File: src/dgs_pkg.sv
package dgs_pkg;

   // lattice geometry
   localparam int GRID_W    = 1024;
   localparam int GRID_H    = 1024;
   localparam int XW        = $clog2(GRID_W);
   localparam int YW        = $clog2(GRID_H);
   localparam int LAT_DEPTH = GRID_W * GRID_H;
   localparam int ADDR_W    = $clog2(LAT_DEPTH);

   // fixed field widths
   localparam int POS_W  = 10;
   localparam int CELL_W = 2;
   localparam int DIR_W  = 3;
   localparam int MODE_W = 2;
   localparam int CNT_W  = 21;

   localparam logic [CNT_W-1:0] COUNT_MAX    = {CNT_W{1'b1}};
   localparam logic [CNT_W-1:0] TARGET_RESET = CNT_W'(10000);

   // cell codes
   localparam logic [CELL_W-1:0] CELL_EMPTY  = 2'd0;
   localparam logic [CELL_W-1:0] CELL_WALKER = 2'd1;
   localparam logic [CELL_W-1:0] CELL_AGG    = 2'd2;
   localparam logic [CELL_W-1:0] CELL_NONE   = 2'd3;

   // command codes
   localparam logic [MODE_W-1:0] MODE_WRITE = 2'd0;
   localparam logic [MODE_W-1:0] MODE_STEP  = 2'd1;
   localparam logic [MODE_W-1:0] MODE_READ  = 2'd2;
   localparam logic [MODE_W-1:0] MODE_NOP   = 2'd3;

   // move directions, also the probe order of a step (center first)
   localparam logic [DIR_W-1:0] DIR_STAY  = 3'd0;
   localparam logic [DIR_W-1:0] DIR_UP    = 3'd1;
   localparam logic [DIR_W-1:0] DIR_RIGHT = 3'd2;
   localparam logic [DIR_W-1:0] DIR_DOWN  = 3'd3;
   localparam logic [DIR_W-1:0] DIR_LEFT  = 3'd4;

   typedef enum logic [2:0] {
      ST_IDLE,
      ST_WRITE,
      ST_READ_ISSUE,
      ST_READ_TAKE,
      ST_PROBE,
      ST_DECIDE,
      ST_MOVE_CLR,
      ST_RESULT
   } ctrl_state_type;

   // packed so that mode sits in the lowest bits
   typedef struct packed {
      logic [DIR_W-1:0]  direction;
      logic [CELL_W-1:0] new_value;
      logic [POS_W-1:0]  pos_y;
      logic [POS_W-1:0]  pos_x;
      logic [MODE_W-1:0] mode;
   } req_item_type;

   typedef struct packed {
      logic              finished;
      logic              sweep_done;
      logic [CNT_W-1:0]  aggregate_count;
      logic              stuck;
      logic [CELL_W-1:0] read_value;
   } rsp_item_type;

   typedef struct packed {
      logic              rd_en;
      logic [ADDR_W-1:0] rd_addr;
      logic              wr_en;
      logic [ADDR_W-1:0] wr_addr;
      logic [CELL_W-1:0] wr_data;
   } mem_req_type;

endpackage

File: src/dgs_sweep_ctrl.sv
module dgs_sweep_ctrl
   import dgs_pkg::*;
(
   input  logic              clock,
   input  logic              reset,
   input  logic              in_valid,
   output logic              in_ready,
   input  req_item_type      in_item,
   input  logic [CNT_W-1:0]  target_count,
   output logic              res_valid,
   input  logic              res_ready,
   output rsp_item_type      res_item,
   output mem_req_type       mem_req,
   input  logic [CELL_W-1:0] rd_data,
   input  logic              clear_busy
);

   ctrl_state_type    state_ff, state_in;
   logic [XW-1:0]     scan_x_ff, scan_x_in;
   logic [YW-1:0]     scan_y_ff, scan_y_in;
   logic [CNT_W-1:0]  joined_ff, joined_in;
   logic              run_over_ff, run_over_in;
   logic [DIR_W-1:0]  probe_ff, probe_in;

   // per-transaction payload
   logic [XW-1:0]     cur_x_ff, cur_x_in;
   logic [YW-1:0]     cur_y_ff, cur_y_in;
   logic              inside_ff, inside_in;
   logic [CELL_W-1:0] nv_ff, nv_in;
   logic [DIR_W-1:0]  dir_ff, dir_in;
   logic [CELL_W-1:0] cells_ff [4];
   logic [CELL_W-1:0] cells_in [4];
   logic [CELL_W-1:0] read_value_ff, read_value_in;
   logic              stuck_ff, stuck_in;
   logic              done_ff, done_in;

   logic [DIR_W-1:0]  nb_sel;
   logic [XW-1:0]     nb_x;
   logic [YW-1:0]     nb_y;
   logic [ADDR_W-1:0] nb_addr;
   logic [ADDR_W-1:0] ctr_addr;
   logic              walker;
   logic              near_agg;
   logic              dir_moves;
   logic [CELL_W-1:0] tgt_cell;
   logic              move_ok;
   logic [CNT_W-1:0]  joined_inc;

   // neighbor coordinates wrap at the edges
   assign nb_sel = (state_ff == ST_PROBE) ? probe_ff : dir_ff;

   always_comb begin
      nb_x = cur_x_ff;
      nb_y = cur_y_ff;
      unique case (nb_sel)
         DIR_UP: begin
            nb_y = (cur_y_ff == '0) ? YW'(GRID_H - 1) : cur_y_ff - 1'b1;
         end
         DIR_RIGHT: begin
            nb_x = (cur_x_ff == XW'(GRID_W - 1)) ? '0 : cur_x_ff + 1'b1;
         end
         DIR_DOWN: begin
            nb_y = (cur_y_ff == YW'(GRID_H - 1)) ? '0 : cur_y_ff + 1'b1;
         end
         DIR_LEFT: begin
            nb_x = (cur_x_ff == '0) ? XW'(GRID_W - 1) : cur_x_ff - 1'b1;
         end
         default: begin
            nb_x = cur_x_ff;
         end
      endcase
   end

   assign nb_addr  = ADDR_W'(nb_x) * ADDR_W'(GRID_H) + ADDR_W'(nb_y);
   assign ctr_addr = ADDR_W'(cur_x_ff) * ADDR_W'(GRID_H) + ADDR_W'(cur_y_ff);

   // decision over center, up, right, down (registered) and left (arriving now)
   assign walker   = (cells_ff[0] == CELL_WALKER);
   assign near_agg = ((cur_y_ff != '0) && (cells_ff[1] == CELL_AGG)) ||
                     ((cur_x_ff != XW'(GRID_W - 1)) && (cells_ff[2] == CELL_AGG)) ||
                     ((cur_y_ff != YW'(GRID_H - 1)) && (cells_ff[3] == CELL_AGG)) ||
                     ((cur_x_ff != '0) && (rd_data == CELL_AGG));

   always_comb begin
      dir_moves = 1'b1;
      tgt_cell  = CELL_EMPTY;
      unique case (dir_ff)
         DIR_UP:    tgt_cell = cells_ff[1];
         DIR_RIGHT: tgt_cell = cells_ff[2];
         DIR_DOWN:  tgt_cell = cells_ff[3];
         DIR_LEFT:  tgt_cell = rd_data;
         default: begin
            dir_moves = 1'b0;
            tgt_cell  = CELL_WALKER;
         end
      endcase
   end

   assign move_ok    = walker && !near_agg && dir_moves && (tgt_cell == CELL_EMPTY);
   assign joined_inc = (joined_ff != COUNT_MAX) ? joined_ff + 1'b1 : joined_ff;

   always_comb begin
      state_in      = state_ff;
      scan_x_in     = scan_x_ff;
      scan_y_in     = scan_y_ff;
      joined_in     = joined_ff;
      run_over_in   = run_over_ff;
      probe_in      = probe_ff;
      cur_x_in      = cur_x_ff;
      cur_y_in      = cur_y_ff;
      inside_in     = inside_ff;
      nv_in         = nv_ff;
      dir_in        = dir_ff;
      cells_in      = cells_ff;
      read_value_in = read_value_ff;
      stuck_in      = stuck_ff;
      done_in       = done_ff;
      in_ready      = 1'b0;
      res_valid     = 1'b0;
      mem_req       = '0;

      unique case (state_ff)
         ST_IDLE: begin
            in_ready = !clear_busy;
            if (in_valid && !clear_busy) begin
               inside_in     = (32'(in_item.pos_x) < GRID_W) &&
                               (32'(in_item.pos_y) < GRID_H);
               nv_in         = in_item.new_value;
               dir_in        = in_item.direction;
               read_value_in = CELL_EMPTY;
               stuck_in      = 1'b0;
               done_in       = 1'b0;
               probe_in      = DIR_STAY;
               cur_x_in      = XW'(in_item.pos_x);
               cur_y_in      = YW'(in_item.pos_y);
               unique case (in_item.mode)
                  MODE_WRITE: state_in = ST_WRITE;
                  MODE_READ:  state_in = ST_READ_ISSUE;
                  MODE_STEP: begin
                     cur_x_in = scan_x_ff;
                     cur_y_in = scan_y_ff;
                     state_in = run_over_ff ? ST_RESULT : ST_PROBE;
                  end
                  MODE_NOP:   state_in = ST_RESULT;
               endcase
            end
         end

         ST_WRITE: begin
            mem_req.wr_en   = inside_ff && (nv_ff != CELL_NONE);
            mem_req.wr_addr = ctr_addr;
            mem_req.wr_data = nv_ff;
            state_in        = ST_RESULT;
         end

         ST_READ_ISSUE: begin
            mem_req.rd_en   = inside_ff;
            mem_req.rd_addr = ctr_addr;
            state_in        = ST_READ_TAKE;
         end

         ST_READ_TAKE: begin
            read_value_in = inside_ff ? rd_data : CELL_EMPTY;
            state_in      = ST_RESULT;
         end

         ST_PROBE: begin
            mem_req.rd_en   = 1'b1;
            mem_req.rd_addr = nb_addr;
            if (probe_ff != DIR_STAY) begin
               cells_in[2'(probe_ff - 3'd1)] = rd_data;
            end
            probe_in = probe_ff + 3'd1;
            if (probe_ff == DIR_LEFT) begin
               state_in = ST_DECIDE;
            end
         end

         ST_DECIDE: begin
            state_in = ST_RESULT;
            if (walker && near_agg) begin
               mem_req.wr_en   = 1'b1;
               mem_req.wr_addr = ctr_addr;
               mem_req.wr_data = CELL_AGG;
               stuck_in        = 1'b1;
               joined_in       = joined_inc;
            end else if (move_ok) begin
               mem_req.wr_en   = 1'b1;
               mem_req.wr_addr = nb_addr;
               mem_req.wr_data = CELL_WALKER;
               state_in        = ST_MOVE_CLR;
            end
            // advance the raster position, y inner
            if (cur_y_ff == YW'(GRID_H - 1)) begin
               scan_y_in = '0;
               if (cur_x_ff == XW'(GRID_W - 1)) begin
                  scan_x_in   = '0;
                  done_in     = 1'b1;
                  run_over_in = ((walker && near_agg) ? joined_inc : joined_ff) >= target_count;
               end else begin
                  scan_x_in = cur_x_ff + 1'b1;
               end
            end else begin
               scan_x_in = cur_x_ff;
               scan_y_in = cur_y_ff + 1'b1;
            end
         end

         ST_MOVE_CLR: begin
            mem_req.wr_en   = 1'b1;
            mem_req.wr_addr = ctr_addr;
            mem_req.wr_data = CELL_EMPTY;
            state_in        = ST_RESULT;
         end

         ST_RESULT: begin
            res_valid = 1'b1;
            if (res_ready) begin
               state_in = ST_IDLE;
            end
         end
      endcase
   end

   always_ff @(posedge clock) begin
      if (reset) begin
         state_ff    <= ST_IDLE;
         scan_x_ff   <= '0;
         scan_y_ff   <= '0;
         joined_ff   <= '0;
         run_over_ff <= 1'b0;
         probe_ff    <= DIR_STAY;
      end else begin
         state_ff    <= state_in;
         scan_x_ff   <= scan_x_in;
         scan_y_ff   <= scan_y_in;
         joined_ff   <= joined_in;
         run_over_ff <= run_over_in;
         probe_ff    <= probe_in;
      end
   end

   always_ff @(posedge clock) begin
      cur_x_ff      <= cur_x_in;
      cur_y_ff      <= cur_y_in;
      inside_ff     <= inside_in;
      nv_ff         <= nv_in;
      dir_ff        <= dir_in;
      cells_ff      <= cells_in;
      read_value_ff <= read_value_in;
      stuck_ff      <= stuck_in;
      done_ff       <= done_in;
   end

   assign res_item.read_value      = read_value_ff;
   assign res_item.stuck           = stuck_ff;
   assign res_item.aggregate_count = joined_ff;
   assign res_item.sweep_done      = done_ff;
   assign res_item.finished        = run_over_ff;

endmodule

File: config.mk
export PLATFORM = sky130hd
export DESIGN_NAME = dgs_sweep_ctrl
export DESIGN_NICKNAME = d
export VERILOG_FILES = /design/src/dgs_pkg.sv /design/src/dgs_sweep_ctrl.sv
export SDC_FILE = /design/constraint.sdc
export NUM_CORES = 1
export LEC_CHECK = 0
export ABC_AREA = 1
export BUFFER_PORTS_ARGS = -buffer_cell sky130_fd_sc_hd__buf_2
export CAP_MARGIN = 0
export CORE_UTILIZATION = 31
export CTS_CLUSTER_DIAMETER = 80
export CTS_CLUSTER_SIZE = 25
export DETAILED_ROUTE_END_ITERATION = 7
export PLACE_DENSITY = 0.56
export SYNTH_ARGS = -nofsm -noshare
export SYNTH_HDL_FRONTEND = slang
export SYNTH_SLANG_ARGS = --single-unit
File: constraint.sdc
create_clock -name clock -period 2.7 [get_ports clock]
set_clock_uncertainty 0.2 [all_clocks]
set_input_delay 0.135 -clock clock [delete_from_list [all_inputs] [get_ports clock]]
set_output_delay 0.135 -clock clock [all_outputs]
set_load 0.01 [all_outputs]
=== Yosys cells after proc, flatten, opt, wreduce, memory -nomap -nowiden ===
Cells that the tools add are included.

* Logic and storage cells: 143
* Bits in registers: 85
* Output and inout bits: 72
* Input bits: 55

* $add $sub $neg: 9
* Equality and inequality tests: 36
* Multiplexer cells: 41
* Reduce and logical (&&, ||, !) cells: 36
* Bitwise operators: 1
* Order comparisons: 3

{| class="wikitable"
|+ Operators with widths
! kind !! number
|-
| 10-bit two-way mux || 7
|-
| 23-bit case mux with 3 select lines || 1
|-
| 23-bit two-way mux || 2
|-
| 21-bit two-way mux || 2
|-
| 21-bit case mux with 2 select lines || 1
|-
| 20-bit by 10-bit adder with 20-bit output || 2
|-
| 10-bit case mux with 2 select lines || 2
|-
| 21-bit by 1-bit adder with 21-bit output, second input constant || 1
|-
| 3-bit equality test, second input constant || 7
|-
| 21-bit >= comparator || 1
|-
| 21-bit != test, second input constant || 1
|-
| 10-bit by 1-bit adder with 10-bit output, second input constant || 2
|-
| 10-bit equality test, second input constant || 2
|-
| 10-bit zero test || 2
|-
| 10-bit != test, second input constant || 2
|-
| 10-bit nonzero test || 2
|-
| 10-bit by 1-bit subtractor with 10-bit output, second input constant || 2
|-
| 3-bit by 2-bit equality test with 1-bit output, second input constant || 6
|-
| 3-bit case mux with 6 select lines || 1
|-
| 3-bit two-way mux || 5
|-
| 2-bit equality test, second input constant || 6
|-
| 2-bit != test, second input constant || 6
|-
| 3-bit case mux with 4 select lines || 1
|-
| 1-bit logical AND || 10
|-
| 27 further kinds || 52
|}

=== Logic depth before layout (Yosys ltp) ===
* Word-level depth: 12
* Depth in mapped cells: 21
* Gate-level depth less buffers: 21

=== Worst setup path before layout ===
Ideal clock, no wire load.

* Path type: register -> register
* Start point: register cur_y_ff[0]
* End point: register run_over_ff
* Path buffers: 1
* Stages on the path, launching flop included: 22
* Required time: 2.430 ns
* Period minus slack after synthesis: 2.911 ns
* Arrival time: 2.641 ns
* Setup slack: -0.211 ns
* Setup time: 0.070 ns
* Cells stage by stage: edfxtp_1 -> inv_1 -> ha_1 -> nand2_1 -> nor2_1 -> nand3_4 -> nand2_4 -> nand4_4 -> nand2_1 -> buf_2 -> nand2_1 -> nand2_1 -> inv_1 -> ha_1 -> nand2_1 -> nor2_1 -> nand4_1 -> nor2_1 -> o21ai_0 -> nand4_1 -> nand2_1 -> a21oi_1

* Cells in the longest elaborated chain, start to end: 8
* Elaborated cells on any way between the ends: 12
* Classes of those cells: order compare: 1; eq/ne: 2; mux: 1; reduce/logical: 8

{| class="wikitable"
|+ Ends and longest elaborated chain
! what !! RTL line !! text
|-
| from (decl) || dgs_sweep_ctrl.sv:27 || <nowiki>logic [YW-1:0] cur_y_ff, cur_y_in;</nowiki>
|-
| from (signal assigned) || dgs_sweep_ctrl.sv:245 || <nowiki>cur_y_ff <= cur_y_in;</nowiki>
|-
| 10-bit nonzero test || dgs_sweep_ctrl.sv:79 || <nowiki>assign near_agg = ((cur_y_ff != '0) && (cells_ff[1] == CELL_AGG)) ||</nowiki>
|-
| 1-bit logical AND || dgs_sweep_ctrl.sv:79 ||
|-
| 1-bit logical OR || dgs_sweep_ctrl.sv:79 ||
|-
| 1-bit logical OR || dgs_sweep_ctrl.sv:80 || <nowiki>((cur_x_ff != XW'(GRID_W - 1)) && (cells_ff[2] == CELL_AGG)) ||</nowiki>
|-
| 1-bit logical OR || dgs_sweep_ctrl.sv:81 || <nowiki>((cur_y_ff != YW'(GRID_H - 1)) && (cells_ff[3] == CELL_AGG)) ||</nowiki>
|-
| 1-bit logical AND || dgs_sweep_ctrl.sv:199 || <nowiki>run_over_in = ((walker && near_agg) ? joined_inc : joined_ff) >= target_count;</nowiki>
|-
| 21-bit two-way mux || -- ||
|-
| 21-bit >= comparator || dgs_sweep_ctrl.sv:199 ||
|-
| to (signal assigned) || dgs_sweep_ctrl.sv:238 || <nowiki>run_over_ff <= run_over_in;</nowiki>
|-
| to (decl) || dgs_sweep_ctrl.sv:22 || <nowiki>logic run_over_ff, run_over_in;</nowiki>
|}

Parallel ways exist; a longest one is shown, timed or not.
A chain may end at the register's enable or synchronous reset.

=== Worst setup path after layout ===
* Start point: register cur_x_ff[6]
* End point: register run_over_ff

* Cells in the longest elaborated chain, start to end: 8
* Elaborated cells on any way between the ends: 12
* Classes of those cells: order compare: 1; eq/ne: 2; mux: 1; reduce/logical: 8

{| class="wikitable"
|+ Ends and longest elaborated chain
! what !! RTL line !! text
|-
| from (decl) || dgs_sweep_ctrl.sv:26 || <nowiki>logic [XW-1:0] cur_x_ff, cur_x_in;</nowiki>
|-
| from (signal assigned) || dgs_sweep_ctrl.sv:244 || <nowiki>cur_x_ff <= cur_x_in;</nowiki>
|-
| 10-bit != test || dgs_sweep_ctrl.sv:80 ||
|-
| 1-bit logical AND || dgs_sweep_ctrl.sv:80 ||
|-
| 1-bit logical OR || dgs_sweep_ctrl.sv:79 ||
|-
| 1-bit logical OR || dgs_sweep_ctrl.sv:80 ||
|-
| 1-bit logical OR || dgs_sweep_ctrl.sv:81 ||
|-
| 1-bit logical AND || dgs_sweep_ctrl.sv:199 ||
|-
| 21-bit two-way mux || -- ||
|-
| 21-bit >= comparator || dgs_sweep_ctrl.sv:199 ||
|}

Parallel ways exist; a longest one is shown, timed or not.

==> results.ini <==
[critical_path]
crit_chain = nor2_2 -> nand3_2 -> nor2_2 -> nand2_2 -> nand2_4 -> nand4_4 -> nand2_4 -> buf_12 -> nand2_1 -> nand2_1 -> inv_1 -> ha_1 -> nand2_1 -> o21ai_0 -> a21oi_2 -> nand4_1 -> nand2_1 -> a21oi_2
crit_arrival_ns = 3.04
worstPathMaxFanout = 10
max_stage_delay_ns = 0.44
crit_required_ns = 2.73
cpMostUsedCell = nand2_1
cp-start-kind = flip-flop
critPathLaunch = cur_x_ff[6]$_DFFE_PP_
end_kind = flip-flop
reg2reg_slack_ns = -0.31
r2r-end = run_over_ff$_SDFFE_PP0P_
r2r_cells = 18
worst_path_max_delay_cell = edfxtp_1
crit_type = reg -> reg
regToRegStartpoint = cur_x_ff[6]$_DFFE_PP_

[synth]
synth_most_common_cell = nand2_1
synthCells = 1102
synth-seq-area-share_pct = 28.5
synth_top_area_cell = nand2_1
synth_top_area_share_pct = 16.8
ys_types = 48
avgSynthCellArea_um2 = 6.61
ys_warn_count = 0
syn_area_um2 = 7280
synth_edf_count = 37
synthFlopType = dfxtp_1
synth_area_leaders = nand2_1 (17%), edfxtp_1 (15%), dfxtp_1 (13%)
synthArstFlopShare_pct = 0
synth_nets = 1190
synth_seq_cells = 85
synth_common_cells = nand2_1 (326), inv_1 (124), nor2_1 (97)

[route]
wl_per_cell_um = 15.6
wl_met3_um = 1690
wl_met2_um = 12800
vias = 8498
avgViaCountPerCell = 4.85
routed_wl_um = 27300
postRouteAntennaNets = 0
drtIter0Drc = 528
drt-met1-wl_um = 12100
highest_layer = met4
dr.pass1.iters = 5
drc = 0

[clocking]
cts.htree.levels = 3
worstSkewPairLatency_ns = 0.36
numCtsBuffers = 9
clockBufferDepth = 2
clk_pin_slew_worst_paths_ns = 0.07
root_buffer = clkbuf_16
tritoncts = built
cts_sinks = 85

[floorplanning]
initial_core_util_pct = 31.9
dieArea_um2 = 24100
rows = 55
pin_count = 127
die_h_um = 155
core_area_um2 = 22800
die_width_um = 155

[min_path]
min_to = run_over_ff$_SDFFE_PP0P_
min_path_type = in -> reg
whs_path_depth = 2
hp-start = reset

[sta]
grt_setup_unrepaired = yes
max_freq_ghz = 0.332
setup_viol = 22
hold_viol = 0
fin_ws_ns = -0.309
worstMarginPinSlew_ns = 0.621
period_share_pct = 111
finalHoldWorstSlack_ns = 0.0136
slew_headroom_pct = 58.6
finalMaxSlewViolations = 0
layout_min_cycle_time_ns = 3.01

[flow_run]
maxCapViolations = 0

[finish]
ff_latch_area_um2 = 2080
multi_input_area_um2 = 5180
final_util_pct = 48.5
area_growth_pct = 52.1
n_fill_cell = 2298
drive_above_1_share_pct = 38.1
antenna_cells = 0
num-nets-final = 1523
finalInstanceArea_um2 = 11100

[grt]
overflow = 0
grtUsageTotal_pct = 22.3
grt_pass1_vias = 7870
grt_start_max_net_pins = 29
grt_first_pass_wirelength_um = 41800
grt_antenna_before_repair = 0

[power_and_ir_drop]
clock_power_share_pct = 17.2
comb_power_share_pct = 57.3
irDropWorstVdd_mv = 0.273
p_sw_mw = 3.13
p_leak_nw = 5.32
swShare_pct = 45.0
p_per_area_nw_per_um2 = 628
p_int_mw = 3.83
p_seq_share_pct = 25.5

[placed_design]
io_buffers = 126
place.gp.congestion = 0.973
hpwl_um = 19700
placed_cell_area_um2 = 9460

[run_status]
status = complete, but fails checks
violations = negative setup slack

==> critical path, delay by kind of cell (launching register included) <==
kind,cells,cell delay [ns]
compound gates,3,0.34
simple gates,12,1.43
buf+inv,2,0.18
fa+ha+maj,1,0.28
flops,1,0.44
==> registers in the layout, indices dropped and copies added (netlist names), 2 cells and up <==
name           flops
probe_ff           3
nv_ff              2
state_ff           3
cells_ff           8
cur_x_ff          10
joined_ff         21
dir_ff             3
read_value_ff      2
scan_x_ff         10
scan_y_ff         10
cur_y_ff          10
==> metrics by stage <==
step | total power [mW] | worst slack, ns | setup TNS, ns | std cells
after floorplan | 3.77 | -0.0479 | -0.0479 | 1102
after global placement | 5.06 | -0.324 | -0.324 | 1662
after detailed placement | 5.08 | -0.403 | -0.403 | 1662
after CTS | 6.65 | -0.259 | -1.67 | 1736
after global routing | 7.43 | -0.439 | -4.17 | 1753
final | 6.96 | -0.309 | -1.56 | 1753
==> cell families after synthesis <==
logic type	after synthesis	share of synthesized area, %
flip-flops	85	28.5
adder cells (fa/ha/maj)	33	5.67
buffers and inverters	176	10.2
AO/OA/AOI/OAI	190	14.0
AND/OR/NAND/NOR	587	37.2
multiplexers	20	3.09
XOR/XNOR	11	1.32
==> cells in the final DEF (no fill, tap or decap), types with 15 or more instances in the layout <==
cell type      synthesis  final
edfxtp_1              37     37
inv_1                124    109
nand2_2               11     47
nand2_1              326    281
o21ai_0               79     72
ha_4                   0     19
dfxtp_1               48     43
buf_4                  6    184
buf_2                  7    124
nor2_1                97     82
o21ai_1               11     15
nand4_1               19     19
mux2_2                20     20
dlygate4sd3_1          0     29
inv_2                  8     19
a21oi_1               82     77
nand3_1               72     66
==> what timing repair did <==
item / CTS / global route
hold buffers: 29 / 0
gates cloned: 5 / 4
gates resized for setup: 67 / 83
endpoints found under the hold margin: 34 / 0
setup endpoints to repair: 26 / 44
pin swaps: 23 / 31
setup buffers: 24 / 17
==> power by group through the flow <==
stage               logic, mW  clock network (mW)  registers, mW
floorplan                1.93                   0           1.83
global placement         3.28                   0           1.77
detailed placement       3.30                   0           1.78
CTS                      3.68                1.22           1.75
global route             4.36                1.27           1.80
finish                   3.99                1.20           1.77
==> layout make-up <==
class / instances / area share (%)
Clock buffer: 9 / 2.03
Sequential cell: 85 / 18.8
Inverter: 136 / 4.79
Multi-Input combinational cell: 846 / 46.8
Timing Repair Buffer: 357 / 23.6
Clock inverter: 7 / 0.452
Tap cell: 313 / 3.54
==> how the worst max path moves through the flow <==
stage                                    end  slack, ns  depth (start not counted)
global placement    run_over_ff$_SDFFE_PP0P_      -0.32                         20
finish              run_over_ff$_SDFFE_PP0P_      -0.31                         18
detailed placement  run_over_ff$_SDFFE_PP0P_      -0.40                         21
global route        run_over_ff$_SDFFE_PP0P_      -0.44                         20
CTS                 run_over_ff$_SDFFE_PP0P_      -0.26                         20
floorplan           run_over_ff$_SDFFE_PP0P_      -0.05                         20
==> routing by layer <==
metal | up-vias | GRT usage (%)
met3 | 35 | 2.14
li1 | 4288 | -
met2 | 309 | 38.2
met4 | 0 | 6.96
met5 | - | 0
met1 | 3866 | 29.5
(Power assumes the default switching activity.)
